[src/sed_pkg.sv]
// ----------------------------------------------------------------------------
// sed_pkg: shared types and constants for the string escape decoder
// Mode and result codes, character constants and digit decode helpers.
// ----------------------------------------------------------------------------
package sed_pkg;

    typedef enum logic [2:0] {
        MODE_IDLE   = 3'd0,
        MODE_STRING = 3'd1,
        MODE_ESCAPE = 3'd2,
        MODE_OCTAL  = 3'd3,
        MODE_HEX    = 3'd4
    } t_mode;

    typedef enum logic [1:0] {
        KIND_BYTE    = 2'd0,
        KIND_CLOSED  = 2'd1,
        KIND_UNTERM  = 2'd2,
        KIND_UNKNOWN = 2'd3
    } t_kind;

    localparam logic [7:0] CH_NUL    = 8'h00;
    localparam logic [7:0] CH_BS     = 8'h08;
    localparam logic [7:0] CH_HT     = 8'h09;
    localparam logic [7:0] CH_LF     = 8'h0A;
    localparam logic [7:0] CH_FF     = 8'h0C;
    localparam logic [7:0] CH_CR     = 8'h0D;
    localparam logic [7:0] CH_QUOTE  = 8'h22;
    localparam logic [7:0] CH_BSLASH = 8'h5C;
    localparam logic [7:0] CH_LOW_B  = 8'h62;
    localparam logic [7:0] CH_LOW_F  = 8'h66;
    localparam logic [7:0] CH_LOW_N  = 8'h6E;
    localparam logic [7:0] CH_LOW_R  = 8'h72;
    localparam logic [7:0] CH_LOW_T  = 8'h74;
    localparam logic [7:0] CH_LOW_X  = 8'h78;
    localparam logic [7:0] CH_UP_X   = 8'h58;

    // decoder state carried from one item to the next
    typedef struct packed {
        t_mode       mode;
        logic [7:0]  esc_val;
        logic [1:0]  oct_cnt;
    } t_state;

    typedef struct packed {
        logic [7:0]  data;
        t_kind       kind;
    } t_res;

    // results caused by one item: count is 0, 1 or 2
    typedef struct packed {
        logic [1:0]  count;
        t_res        first;
        t_res        second;
    } t_out;

    // {valid, value} of a hex digit
    function automatic logic [4:0] hex_digit(input logic [7:0] b);
        logic [4:0] r;
        r = 5'd0;
        if (b >= 8'h30 && b <= 8'h39) begin
            r = {1'b1, b[3:0]};
        end else if ((b >= 8'h61 && b <= 8'h66) || (b >= 8'h41 && b <= 8'h46)) begin
            r = {1'b1, b[3:0] + 4'd9};
        end
        return r;
    endfunction

    function automatic logic is_octal(input logic [7:0] b);
        return (b >= 8'h30 && b <= 8'h37);
    endfunction

endpackage

[src/string_escape_decoder_unit.sv]
// ----------------------------------------------------------------------------
// string_escape_decoder_unit: quoted string escape decoder
// Byte stream in, decoded bytes and string status results out.
// ----------------------------------------------------------------------------
// One input byte is accepted per cycle while s_axis_tready is high. Each byte
// goes to an input register, is decoded from it into zero, one or two results
// once the output queue has room, and those are written into a four-entry
// output queue. The output port moves one result per cycle while m_axis_tready
// is high, so the sustained rate is one byte per cycle except where a byte ends
// a numeric escape and also yields a result of its own: such a byte yields two
// results. Input ready drops only when the queue has fewer than two free slots.
module string_escape_decoder_unit
    import sed_pkg::*;
#(
    parameter int OCTAL_DIGITS = 3
) (
    input  logic        i_clk,
    input  logic        i_rst_n,
    input  logic        s_axis_tvalid,
    output logic        s_axis_tready,
    input  logic [7:0]  s_axis_tdata,   // [7:0] in_byte
    output logic        m_axis_tvalid,
    input  logic        m_axis_tready,
    output logic [7:0]  m_axis_tdata,   // [7:0] out_byte
    output logic [1:0]  m_axis_tuser,   // [1:0] kind
    output logic        m_axis_tlast
);

    localparam int         FIFO_DEPTH = 4;
    localparam int         FIFO_AW    = 2;
    localparam int         FIFO_CW    = 3;
    localparam logic [FIFO_CW-1:0] FIFO_ROOM = FIFO_CW'(FIFO_DEPTH - 2);

    typedef struct packed {
        t_res  res;
        logic  last;
    } t_entry;

    t_state              r_state, n_state;
    logic                r_in_valid;
    logic [7:0]          r_in_byte;
    t_entry              r_fifo [FIFO_DEPTH];
    logic [FIFO_AW-1:0]  r_wr, r_rd;
    logic [FIFO_CW-1:0]  r_cnt;
    t_out                w_out;
    logic                w_proc;
    logic                w_pop;
    logic [1:0]          w_push;
    t_kind               w_last_kind;

    sed_step #(
        .OCTAL_DIGITS(OCTAL_DIGITS)
    ) u_step (
        .i_state (r_state),
        .i_byte  (r_in_byte),
        .o_state (n_state),
        .o_out   (w_out)
    );

    assign w_proc        = r_in_valid && (r_cnt <= FIFO_ROOM);
    assign w_push        = w_proc ? w_out.count : 2'd0;
    assign w_pop         = m_axis_tvalid && m_axis_tready;
    assign s_axis_tready = !r_in_valid || w_proc;
    assign m_axis_tvalid = (r_cnt != '0);
    assign m_axis_tdata  = r_fifo[r_rd].res.data;
    assign m_axis_tuser  = r_fifo[r_rd].res.kind;
    assign m_axis_tlast  = r_fifo[r_rd].last;
    assign w_last_kind   = (w_out.count == 2'd2) ? w_out.second.kind : w_out.first.kind;

    always_ff @(posedge i_clk) begin
        if (!i_rst_n) begin
            r_state    <= '{mode: MODE_IDLE, esc_val: 8'd0, oct_cnt: 2'd0};
            r_in_valid <= 1'b0;
            r_wr       <= '0;
            r_rd       <= '0;
            r_cnt      <= '0;
        end else begin
            if (s_axis_tready) begin
                r_in_valid <= s_axis_tvalid;
            end
            if (w_proc) begin
                r_state <= n_state;
            end
            r_wr  <= r_wr + FIFO_AW'(w_push);
            r_rd  <= r_rd + FIFO_AW'(w_pop);
            r_cnt <= r_cnt + FIFO_CW'(w_push) - FIFO_CW'(w_pop);
        end
    end

    // payload: input byte and queue entries
    always_ff @(posedge i_clk) begin
        if (s_axis_tready) begin
            r_in_byte <= s_axis_tdata;
        end
        if (w_push != 2'd0) begin
            r_fifo[r_wr] <= '{res: w_out.first, last: (w_push == 2'd1)};
        end
        if (w_push == 2'd2) begin
            r_fifo[r_wr + FIFO_AW'(1)] <= '{res: w_out.second, last: 1'b1};
        end
    end

    a_fifo_bound : assert property (@(posedge i_clk) disable iff (!i_rst_n)
        r_cnt <= FIFO_CW'(FIFO_DEPTH))
        else $error("output queue count exceeds depth");

    a_two_only_numeric : assert property (@(posedge i_clk) disable iff (!i_rst_n)
        (w_proc && w_out.count == 2'd2) |->
        (r_state.mode == MODE_OCTAL || r_state.mode == MODE_HEX))
        else $error("two results outside a numeric escape");

    a_end_to_idle : assert property (@(posedge i_clk) disable iff (!i_rst_n)
        (w_proc && w_out.count != 2'd0 && w_last_kind != KIND_BYTE) |=>
        (r_state.mode == MODE_IDLE))
        else $error("string end or error did not return to idle");

    a_octal_count : assert property (@(posedge i_clk) disable iff (!i_rst_n)
        (r_state.mode == MODE_OCTAL) |-> (int'(r_state.oct_cnt) < OCTAL_DIGITS))
        else $error("octal digit count out of range");

    a_no_push_full : assert property (@(posedge i_clk) disable iff (!i_rst_n)
        (r_cnt == FIFO_CW'(FIFO_DEPTH)) |-> (w_push == 2'd0))
        else $error("push into full output queue");

endmodule

[src/sed_step.sv]
// ----------------------------------------------------------------------------
// sed_step: next-state and result logic of the escape decoder
// Takes the current state and one byte, gives the next state and up to two
// results.
// ----------------------------------------------------------------------------
module sed_step
    import sed_pkg::*;
#(
    parameter int OCTAL_DIGITS = 3
) (
    input  t_state      i_state,
    input  logic [7:0]  i_byte,
    output t_state      o_state,
    output t_out        o_out
);

    localparam logic [2:0] OCT_MAX = 3'(OCTAL_DIGITS);

    logic        s_emit;
    t_res        s_res;
    t_mode       s_mode;
    logic [4:0]  w_hex;
    logic [1:0]  w_cnt_inc;

    assign w_hex     = hex_digit(i_byte);
    assign w_cnt_inc = i_state.oct_cnt + 2'd1;

    // plain string byte handling, shared by string mode and by the octal and hex modes when they end
    always_comb begin
        s_emit = 1'b1;
        s_mode = MODE_STRING;
        s_res  = '{data: i_byte, kind: KIND_BYTE};
        if (i_byte == CH_QUOTE) begin
            s_res  = '{data: CH_NUL, kind: KIND_CLOSED};
            s_mode = MODE_IDLE;
        end else if (i_byte == CH_NUL) begin
            s_res  = '{data: CH_NUL, kind: KIND_UNTERM};
            s_mode = MODE_IDLE;
        end else if (i_byte == CH_BSLASH) begin
            s_emit = 1'b0;
            s_mode = MODE_ESCAPE;
        end
    end

    always_comb begin
        o_state = i_state;
        o_out   = '{count: 2'd0, first: s_res, second: s_res};
        unique case (i_state.mode)
            MODE_STRING: begin
                o_state.mode = s_mode;
                o_out.count  = {1'b0, s_emit};
            end
            MODE_ESCAPE: begin
                o_state.mode = MODE_STRING;
                o_out.count  = 2'd1;
                case (i_byte) inside
                    CH_NUL: begin
                        o_out.first  = '{data: CH_NUL, kind: KIND_UNTERM};
                        o_state.mode = MODE_IDLE;
                    end
                    CH_LOW_B: o_out.first = '{data: CH_BS, kind: KIND_BYTE};
                    CH_LOW_F: o_out.first = '{data: CH_FF, kind: KIND_BYTE};
                    CH_LOW_N: o_out.first = '{data: CH_LF, kind: KIND_BYTE};
                    CH_LOW_R: o_out.first = '{data: CH_CR, kind: KIND_BYTE};
                    CH_LOW_T: o_out.first = '{data: CH_HT, kind: KIND_BYTE};
                    CH_BSLASH, CH_QUOTE: o_out.first = '{data: i_byte, kind: KIND_BYTE};
                    CH_LOW_X, CH_UP_X: begin
                        o_out.count     = 2'd0;
                        o_state.esc_val = 8'd0;
                        o_state.mode    = MODE_HEX;
                    end
                    default: begin
                        if (is_octal(i_byte)) begin
                            o_state.esc_val = {5'd0, i_byte[2:0]};
                            o_out.first     = '{data: {5'd0, i_byte[2:0]}, kind: KIND_BYTE};
                            if (3'd1 >= OCT_MAX) begin
                                o_state.oct_cnt = 2'd0;
                            end else begin
                                o_state.oct_cnt = 2'd1;
                                o_state.mode    = MODE_OCTAL;
                                o_out.count     = 2'd0;
                            end
                        end else begin
                            o_out.first  = '{data: i_byte, kind: KIND_UNKNOWN};
                            o_state.mode = MODE_IDLE;
                        end
                    end
                endcase
            end
            MODE_OCTAL: begin
                if (is_octal(i_byte)) begin
                    o_state.esc_val = {i_state.esc_val[4:0], i_byte[2:0]};
                    o_state.oct_cnt = w_cnt_inc;
                    o_out.first     = '{data: {i_state.esc_val[4:0], i_byte[2:0]},
                                        kind: KIND_BYTE};
                    if ({1'b0, w_cnt_inc} >= OCT_MAX) begin
                        o_state.oct_cnt = 2'd0;
                        o_state.mode    = MODE_STRING;
                        o_out.count     = 2'd1;
                    end
                end else begin
                    // flush the pending value, then treat the byte as text
                    o_out.first     = '{data: i_state.esc_val, kind: KIND_BYTE};
                    o_out.count     = s_emit ? 2'd2 : 2'd1;
                    o_state.oct_cnt = 2'd0;
                    o_state.mode    = s_mode;
                end
            end
            MODE_HEX: begin
                if (w_hex[4]) begin
                    o_state.esc_val = {i_state.esc_val[3:0], w_hex[3:0]};
                end else begin
                    o_out.first  = '{data: i_state.esc_val, kind: KIND_BYTE};
                    o_out.count  = s_emit ? 2'd2 : 2'd1;
                    o_state.mode = s_mode;
                end
            end
            default: begin
                // opening quote, whatever its value
                o_state.mode    = MODE_STRING;
                o_state.esc_val = 8'd0;
                o_state.oct_cnt = 2'd0;
            end
        endcase
    end

endmodule
[config.mk]
export PLATFORM = sky130hd
export DESIGN_NAME = string_escape_decoder_unit
export DESIGN_NICKNAME = d
export VERILOG_FILES = /design/src/sed_pkg.sv /design/src/string_escape_decoder_unit.sv /design/src/sed_step.sv
export SDC_FILE = /design/constraint.sdc
export NUM_CORES = 1
export LEC_CHECK = 0
export ABC_AREA = 0
export CORE_AREA = 2 2 88 90
export CTS_CLUSTER_SIZE = 24
export DETAILED_ROUTE_END_ITERATION = 16
export DIE_AREA = 0 0 90 92
export DONT_BUFFER_PORTS = 1
export PLACE_DENSITY = 0.79
export SYNTH_ARGS = -nofsm -noshare
export SYNTH_HDL_FRONTEND = slang
export SYNTH_SLANG_ARGS = --single-unit
[constraint.sdc]
create_clock -name i_clk -period 4.06 [get_ports i_clk]
set_input_delay 0.609 -clock i_clk [delete_from_list [all_inputs] [get_ports i_clk]]
set_output_delay 0.609 -clock i_clk [all_outputs]
set_load 0.01 [all_outputs]
### Word level (Yosys, flattened, before mapping)

Memories as Yosys holds them, arrays and structs flattened. A register that Yosys moved wholly into a read port is not among the register bits.
Index checks and enable logic that the tools add are counted.

* bits in registers: 29
* bits in latches: 0
* RAM bits: 44
* ROM bits: 0
* bits of input ports: 12
* output and inout bits: 13
* word-level logic and storage cells: 150
* memories kept: 1

Memories
* r_fifo: words 4, width 11, rd ports 1, clocked after memory_dff 1, write ports 2, line string_escape_decoder_unit.sv:42 `t_entry r_fifo [FIFO_DEPTH];`

* $add $sub $neg: 7
* multiply operators: 0
* div/mod/pow operators: 0
* $lt $le $gt $ge: 9
* equality and inequality tests: 29
* shift operators: 0
* multiplexer cells: 76
* bitwise gates (word level): 2
* reductions and logical operators: 18

Operators by type and width (number)
* $mux 10: 12
* $mux 8: 10
* $eq 8x7->1 const B: 8
* $mux 2: 21
* $mux 3: 12
* $pmux 8 s4: 1
* $pmux 10 s3: 1
* $mux 12: 2
* $ne 2x2->1 const B: 9
* $ge 8x7->1 const B: 2
* $le 8x6->1 const B: 2
* $le 8x7->1 const B: 2
* $mux 1: 12
* $pmux 3 s4: 1
* $reduce_and 12->1: 1
* $reduce_and 11->1: 1
* $mux 5: 2
* $eq 8x6->1 const B: 1
* $ge 8x6->1 const B: 1
* $logic_not 8->1: 1
* $pmux 2 s4: 1
* $eq 3x2->1 const B: 2
* $logic_and 1x1->1: 6
* $ne 2x1->1 const B: 3
* other kinds (22): 27

### Depth between registers and ports, before layout

* depth after elaboration: 16
* mapped depth: 16

### Cells and area by module

From an unflattened synthesis, not the netlist that was laid out.

* cell total of the unflattened synthesis: 499
* area total of the unflattened synthesis: 4772.1 µm²

Modules (own cells, without submodules)
* string_escape_decoder_unit: instances 1, cells an instance 292, area each 3472.1 µm²
* sed_step: instances 1, cells an instance 207, area each 1300.0 µm²

### Least setup slack after synthesis

OpenSTA, ideal clock, no wires.

* kind: register -> register
* start: register r_in_byte[0]
* end: register r_cnt[2]
* setup time: 128 ps
* arrival time: 3281 ps
* required time: 3932 ps
* path slack: 651 ps
* cell stages (with the launch flop): 17
* path buffers: 0
* period minus slack after synthesis: 3409 ps
* path through: edfxtp_1 inv_1 ha_1 nor3b_1 nor4_2 a211o_1 nand2_1 a21oi_1 nand2b_1 ha_1 inv_1 ha_1 inv_1 fa_1 xnor2_1 xnor2_1 nor2_1

* cells in the longest elaborated chain, start to end: 15

RTL lines
* start, declared: line string_escape_decoder_unit.sv:41 `logic [7:0] r_in_byte;`
* start signal, assigned: line string_escape_decoder_unit.sv:93 `r_in_byte <= s_axis_tdata;`
* $ge 8x6->1 / $le 8x6->1 (equally long branches): line sed_pkg.sv:61, sed_pkg.sv:70
* $logic_and 1x1->1: line sed_pkg.sv:70 `return (b >= 8'h30 && b <= 8'h37);`
* $mux 1: line sed_step.sv:73 `if (is_octal(i_byte)) begin`
* $mux 1 (3 in a row): line sed_step.sv:56 `case (i_byte) inside`
* $mux 2 (5 in a row): line sed_step.sv:56
* $pmux 2 s4 (*): line sed_step.sv:48 `unique case (i_state.mode)`
* $mux 2 (*): line string_escape_decoder_unit.sv:61 `assign w_push = w_proc ? w_out.count : 2'd0;`
* $add 3x2->3 (*): line string_escape_decoder_unit.sv:86 `r_cnt <= r_cnt + FIFO_CW'(w_push) - FIFO_CW'(w_pop);`
* $sub 3x1->3 (*): line string_escape_decoder_unit.sv:86
* end signal, assigned: line string_escape_decoder_unit.sv:86
* end, declared: line string_escape_decoder_unit.sv:44 `logic [FIFO_CW-1:0] r_cnt;`

Every way passes the cells marked *; elsewhere a longest branch is shown, timed or not.
A chain may end at the register's enable or synchronous reset.

### Final worst setup path

* start: register r_in_byte[1]
* end: register r_cnt[2]

The elaborated chain is that of the path after synthesis.

==> flow_metrics.py <==
metrics = {
    "clock_network": {
        "clk_path_buf_depth": 2,
        "htreeDepth": 3,
        "clockRootBuffer": "clkbuf_8",
        "postCtsHoldBufs": 0,
        "cts_tree": "yes",
        "clkLatencyLatePin_ps": 360,
        "cts_sinks": 73,
        "clk_transition_reported_paths_ps": 80,
        "cts_buffers": 9,
    },
    "cells_and_area": {
        "final_common_cell": "edfxtp_1",
        "fin_area_sq_um": 4950,
        "antenna_cells": 0,
        "final_layout_size_suffix_gt1_frac": 0.152,
        "mostFrequentLayoutCells": "48 x edfxtp_1, 34 x nor2_1, 33 x nand2_1, 25 x dfxtp_1, 24 x o21ai_0",
        "area_delta_synth_final_pct": 7.90,
        "num-nets-final": 480,
        "nFillCells": 617,
        "stdcell_count": 564,
    },
    "timing": {
        "fin_crit_sh": 0.930,
        "holdWs_ps": 341,
        "tightest_slew_ps": 1040,
        "final_max_slew_viol_count": 0,
        "finalClockSkew_ps": 13.1,
        "hold_violations": 0,
        "timing.fmax_mhz": 265,
        "fin_tns_setup_ps": 0,
        "rsz0062_at_grt": "no",
        "fin_crit_ps": 3780,
        "setup_viol": 0,
        "max_slew_margin": 0.299,
    },
    "place": {
        "place.port_buffers": 0,
        "place.gp.congestion": 0.981,
        "dp_cells": 548,
        "dp_hpwl_um": 8910,
        "dpl_cell_area_sq_um": 4740,
    },
    "drt": {
        "drtIter0Drc": 559,
        "wirelength_um": 12300,
        "viasPerCell": 7.02,
        "ant_nets": 0,
        "dr_total_vias": 3957,
        "drc": 0,
        "drtPass1Iterations": 6,
        "wl_per_cell_um": 21.7,
    },
    "power_and_ir_drop": {
        "ir_worst_vdd_mv": 0.270,
        "leakagePower_nw": 1.66,
        "cellPowerDensity_nw_per_um2": 394,
        "p_total_mw": 1.95,
    },
    "grt": {
        "grt_usage": 0.308,
        "antenna_found_initial": 0,
        "grt_first_pass_wirelength_um": 20000,
        "grt_pass1_vias": 3795,
        "overflow": 0,
        "grt_max_degree": 18,
    },
    "yosys": {
        "synth-seq-cells": 73,
        "synth_fp_nets": 477,
        "synth_cells": 454,
        "synth_compound_area_frac": 0.251,
        "synth_simple_gate_area_frac": 0.172,
        "synth-xor-area-share": 0.0134,
        "synth_edf_count": 48,
        "synth_top_area_cell": "edfxtp_1",
        "synth_mux_area_frac": 0.0695,
        "netlist_area_sq_um": 4590,
        "netlist.area_leader.share": 0.314,
        "synth_cell_types": 79,
        "synth_top_family_by_area": "compound AO/OA/AOI/OAI gates",
        "async_flop_share": 0,
        "synth-seq-area-share": 0.423,
        "ys_top_cells_by_area": "edfxtp_1 31%, dfxtp_1 11%, mux4_2 5.4%",
        "synth_warnings": 0,
        "synth.avg_cell_area_sq_um": 10.1,
        "synth_adder_area_share": 0.0316,
        "synth_ff_type": "edfxtp_1",
    },
    "die": {
        "ioPinCount": 25,
        "die_x_um": 90,
        "initial_core_util": 0.617,
        "num_rows": 32,
        "dieArea_sq_um": 8280,
        "die_h_um": 92,
        "fp.coreArea_sq_um": 7450,
    },
    "worst_setup_path": {
        "r2r-start": "r_in_byte[1]",
        "worst_path_max_delay_cell": "edfxtp_1",
        "worst-setup-path-type": "reg -> reg",
        "reg2regPathDepth": 16,
        "timing.rr.end": "r_cnt[2]",
        "cp_max_fo": 7,
        "cp-end-kind": "flop",
        "r2r_setup_slack_ps": 280,
        "critPathMaxStageDelay_ps": 510,
        "worst_setup_path_start_kind": "flop",
        "critical_path_required_ps": 4290,
        "cp.arrival_ps": 4010,
        "crit_chain": "inv_1 -> ha_1 -> nor3b_1 -> nor4_4 -> a211o_1 -> nand2_1 -> a21oi_2 -> nand2b_1 -> ha_1 -> inv_1 -> ha_1 -> inv_1 -> fa_1 -> xnor2_1 -> xnor2_1 -> nor2_1",
    },
    "status": {
        "status": "finished, final reports clean",
    },
    "flow_run": {
        "drv_cap": 0,
    },
    "hold_path": {
        "hold_depth": 0,
        "whs_endpoint": "r_in_byte[0]",
        "hp-class": "in -> reg",
        "hold_start": "s_axis_tdata[0]",
    },
}
## stage by stage
stage	utilization	setup WS, ps
global placement	0.636	335
detailed placement	0.636	79.6
global route	0.665	82.8
CTS	0.664	34.1
finish	0.665	282
floorplan	-	651
## how the worst max path moves through the flow
| stage | endpoint | start | cells past startpoint |
|---|---|---|---|
| after global placement | r_cnt[2] | r_in_byte[0] | 16 |
| after CTS | r_cnt[2] | r_in_byte[0] | 16 |
| after global routing | r_cnt[2] | r_in_byte[1] | 16 |
| final | r_cnt[2] | r_in_byte[1] | 16 |
| after detailed placement | r_cnt[2] | r_in_byte[0] | 16 |
| after floorplan | r_cnt[2] | r_in_byte[0] | 16 |
## final cells by class
| cell class | instances | area (sq um) | share of cell area |
|---|---|---|---|
| inverters | 16 | 60.1 | 0.0121 |
| repair buffers | 18 | 135 | 0.0273 |
| clock inverters | 4 | 28.8 | 0.00581 |
| well taps | 102 | 128 | 0.0258 |
| clock buffers | 12 | 178 | 0.0359 |
| multi-input cells | 339 | 2480 | 0.501 |
| flip-flops and latches | 73 | 1940 | 0.392 |
## report_power, final
part / leakage [nW] / total (mW) / internal, mW / switching, mW
clock network: 0.108 / 0.595 / 0.301 / 0.294
registers: 0.707 / 0.931 / 0.831 / 0.100
logic: 0.845 / 0.425 / 0.195 / 0.230
## repair_timing
item,4_1_cts,5_1_grt
endpoints found under the hold margin,0,0
resized for setup,0,2
endpoints found under the setup margin,0,1
buffers inserted,0,0
## kinds of logic after synthesis
group | Yosys count
compound gates | 156
xor+xnor | 7
fa+ha+maj | 11
buf+inv | 42
flops | 73
mux | 18
simple gates | 147
## synthesized netlist by cell type (4+ instances only)
| library cell | instances |
|---|---|
| buf_2 | 14 |
| o211ai_1 | 6 |
| nand4_1 | 5 |
| mux4_2 | 11 |
| and2_1 | 6 |
| a211oi_1 | 15 |
| nand3_1 | 5 |
| mux2i_1 | 6 |
| o21ai_0 | 24 |
| nand2b_1 | 7 |
| o22ai_1 | 18 |
| clkbuf_1 | 9 |
| a22oi_1 | 6 |
| nor2_1 | 34 |
| inv_1 | 16 |
| nand2_1 | 33 |
| nor3_1 | 15 |
| a21oi_1 | 21 |
| nor3b_1 | 5 |
| o21ai_1 | 9 |
| a21o_1 | 6 |
| dfxtp_1 | 25 |
| a22o_1 | 5 |
| a31oi_1 | 7 |
| edfxtp_1 | 48 |
| ha_1 | 10 |
| and3_1 | 4 |
| xnor2_1 | 6 |
## worst max-delay path, delay by kind of cell (launching register included)
kind / cells / cell delay, ps
AOI/OAI and AO/OA: 2 / 490
DFF: 1 / 510
adders and majority gates: 4 / 1030
and+or+nand+nor: 5 / 960
buffers and inverters: 3 / 340
xor gates and xnor gates: 2 / 340
## sequential cells by signal, summed over array words and instances, names as in the netlist
| signal | cells |
|---|---|
| r_fifo | 44 |
| r_state | 13 |
| r_in_byte | 8 |
| r_cnt | 3 |
| r_rd | 2 |
| r_wr | 2 |
| r_in_valid | 1 |
## layer usage
| layer | routed length (um) | global-route usage | vias to the layer above |
|---|---|---|---|
| met1 | 4960 | 0.413 | 1856 |
| met3 | 1130 | 0.0419 | 50 |
| met2 | 5710 | 0.494 | 275 |
| met5 | 0 | 0 | - |
| li1 | - | - | 1776 |
| met4 | 473 | 0.156 | 0 |
Power figures use the tool's default switching activity.
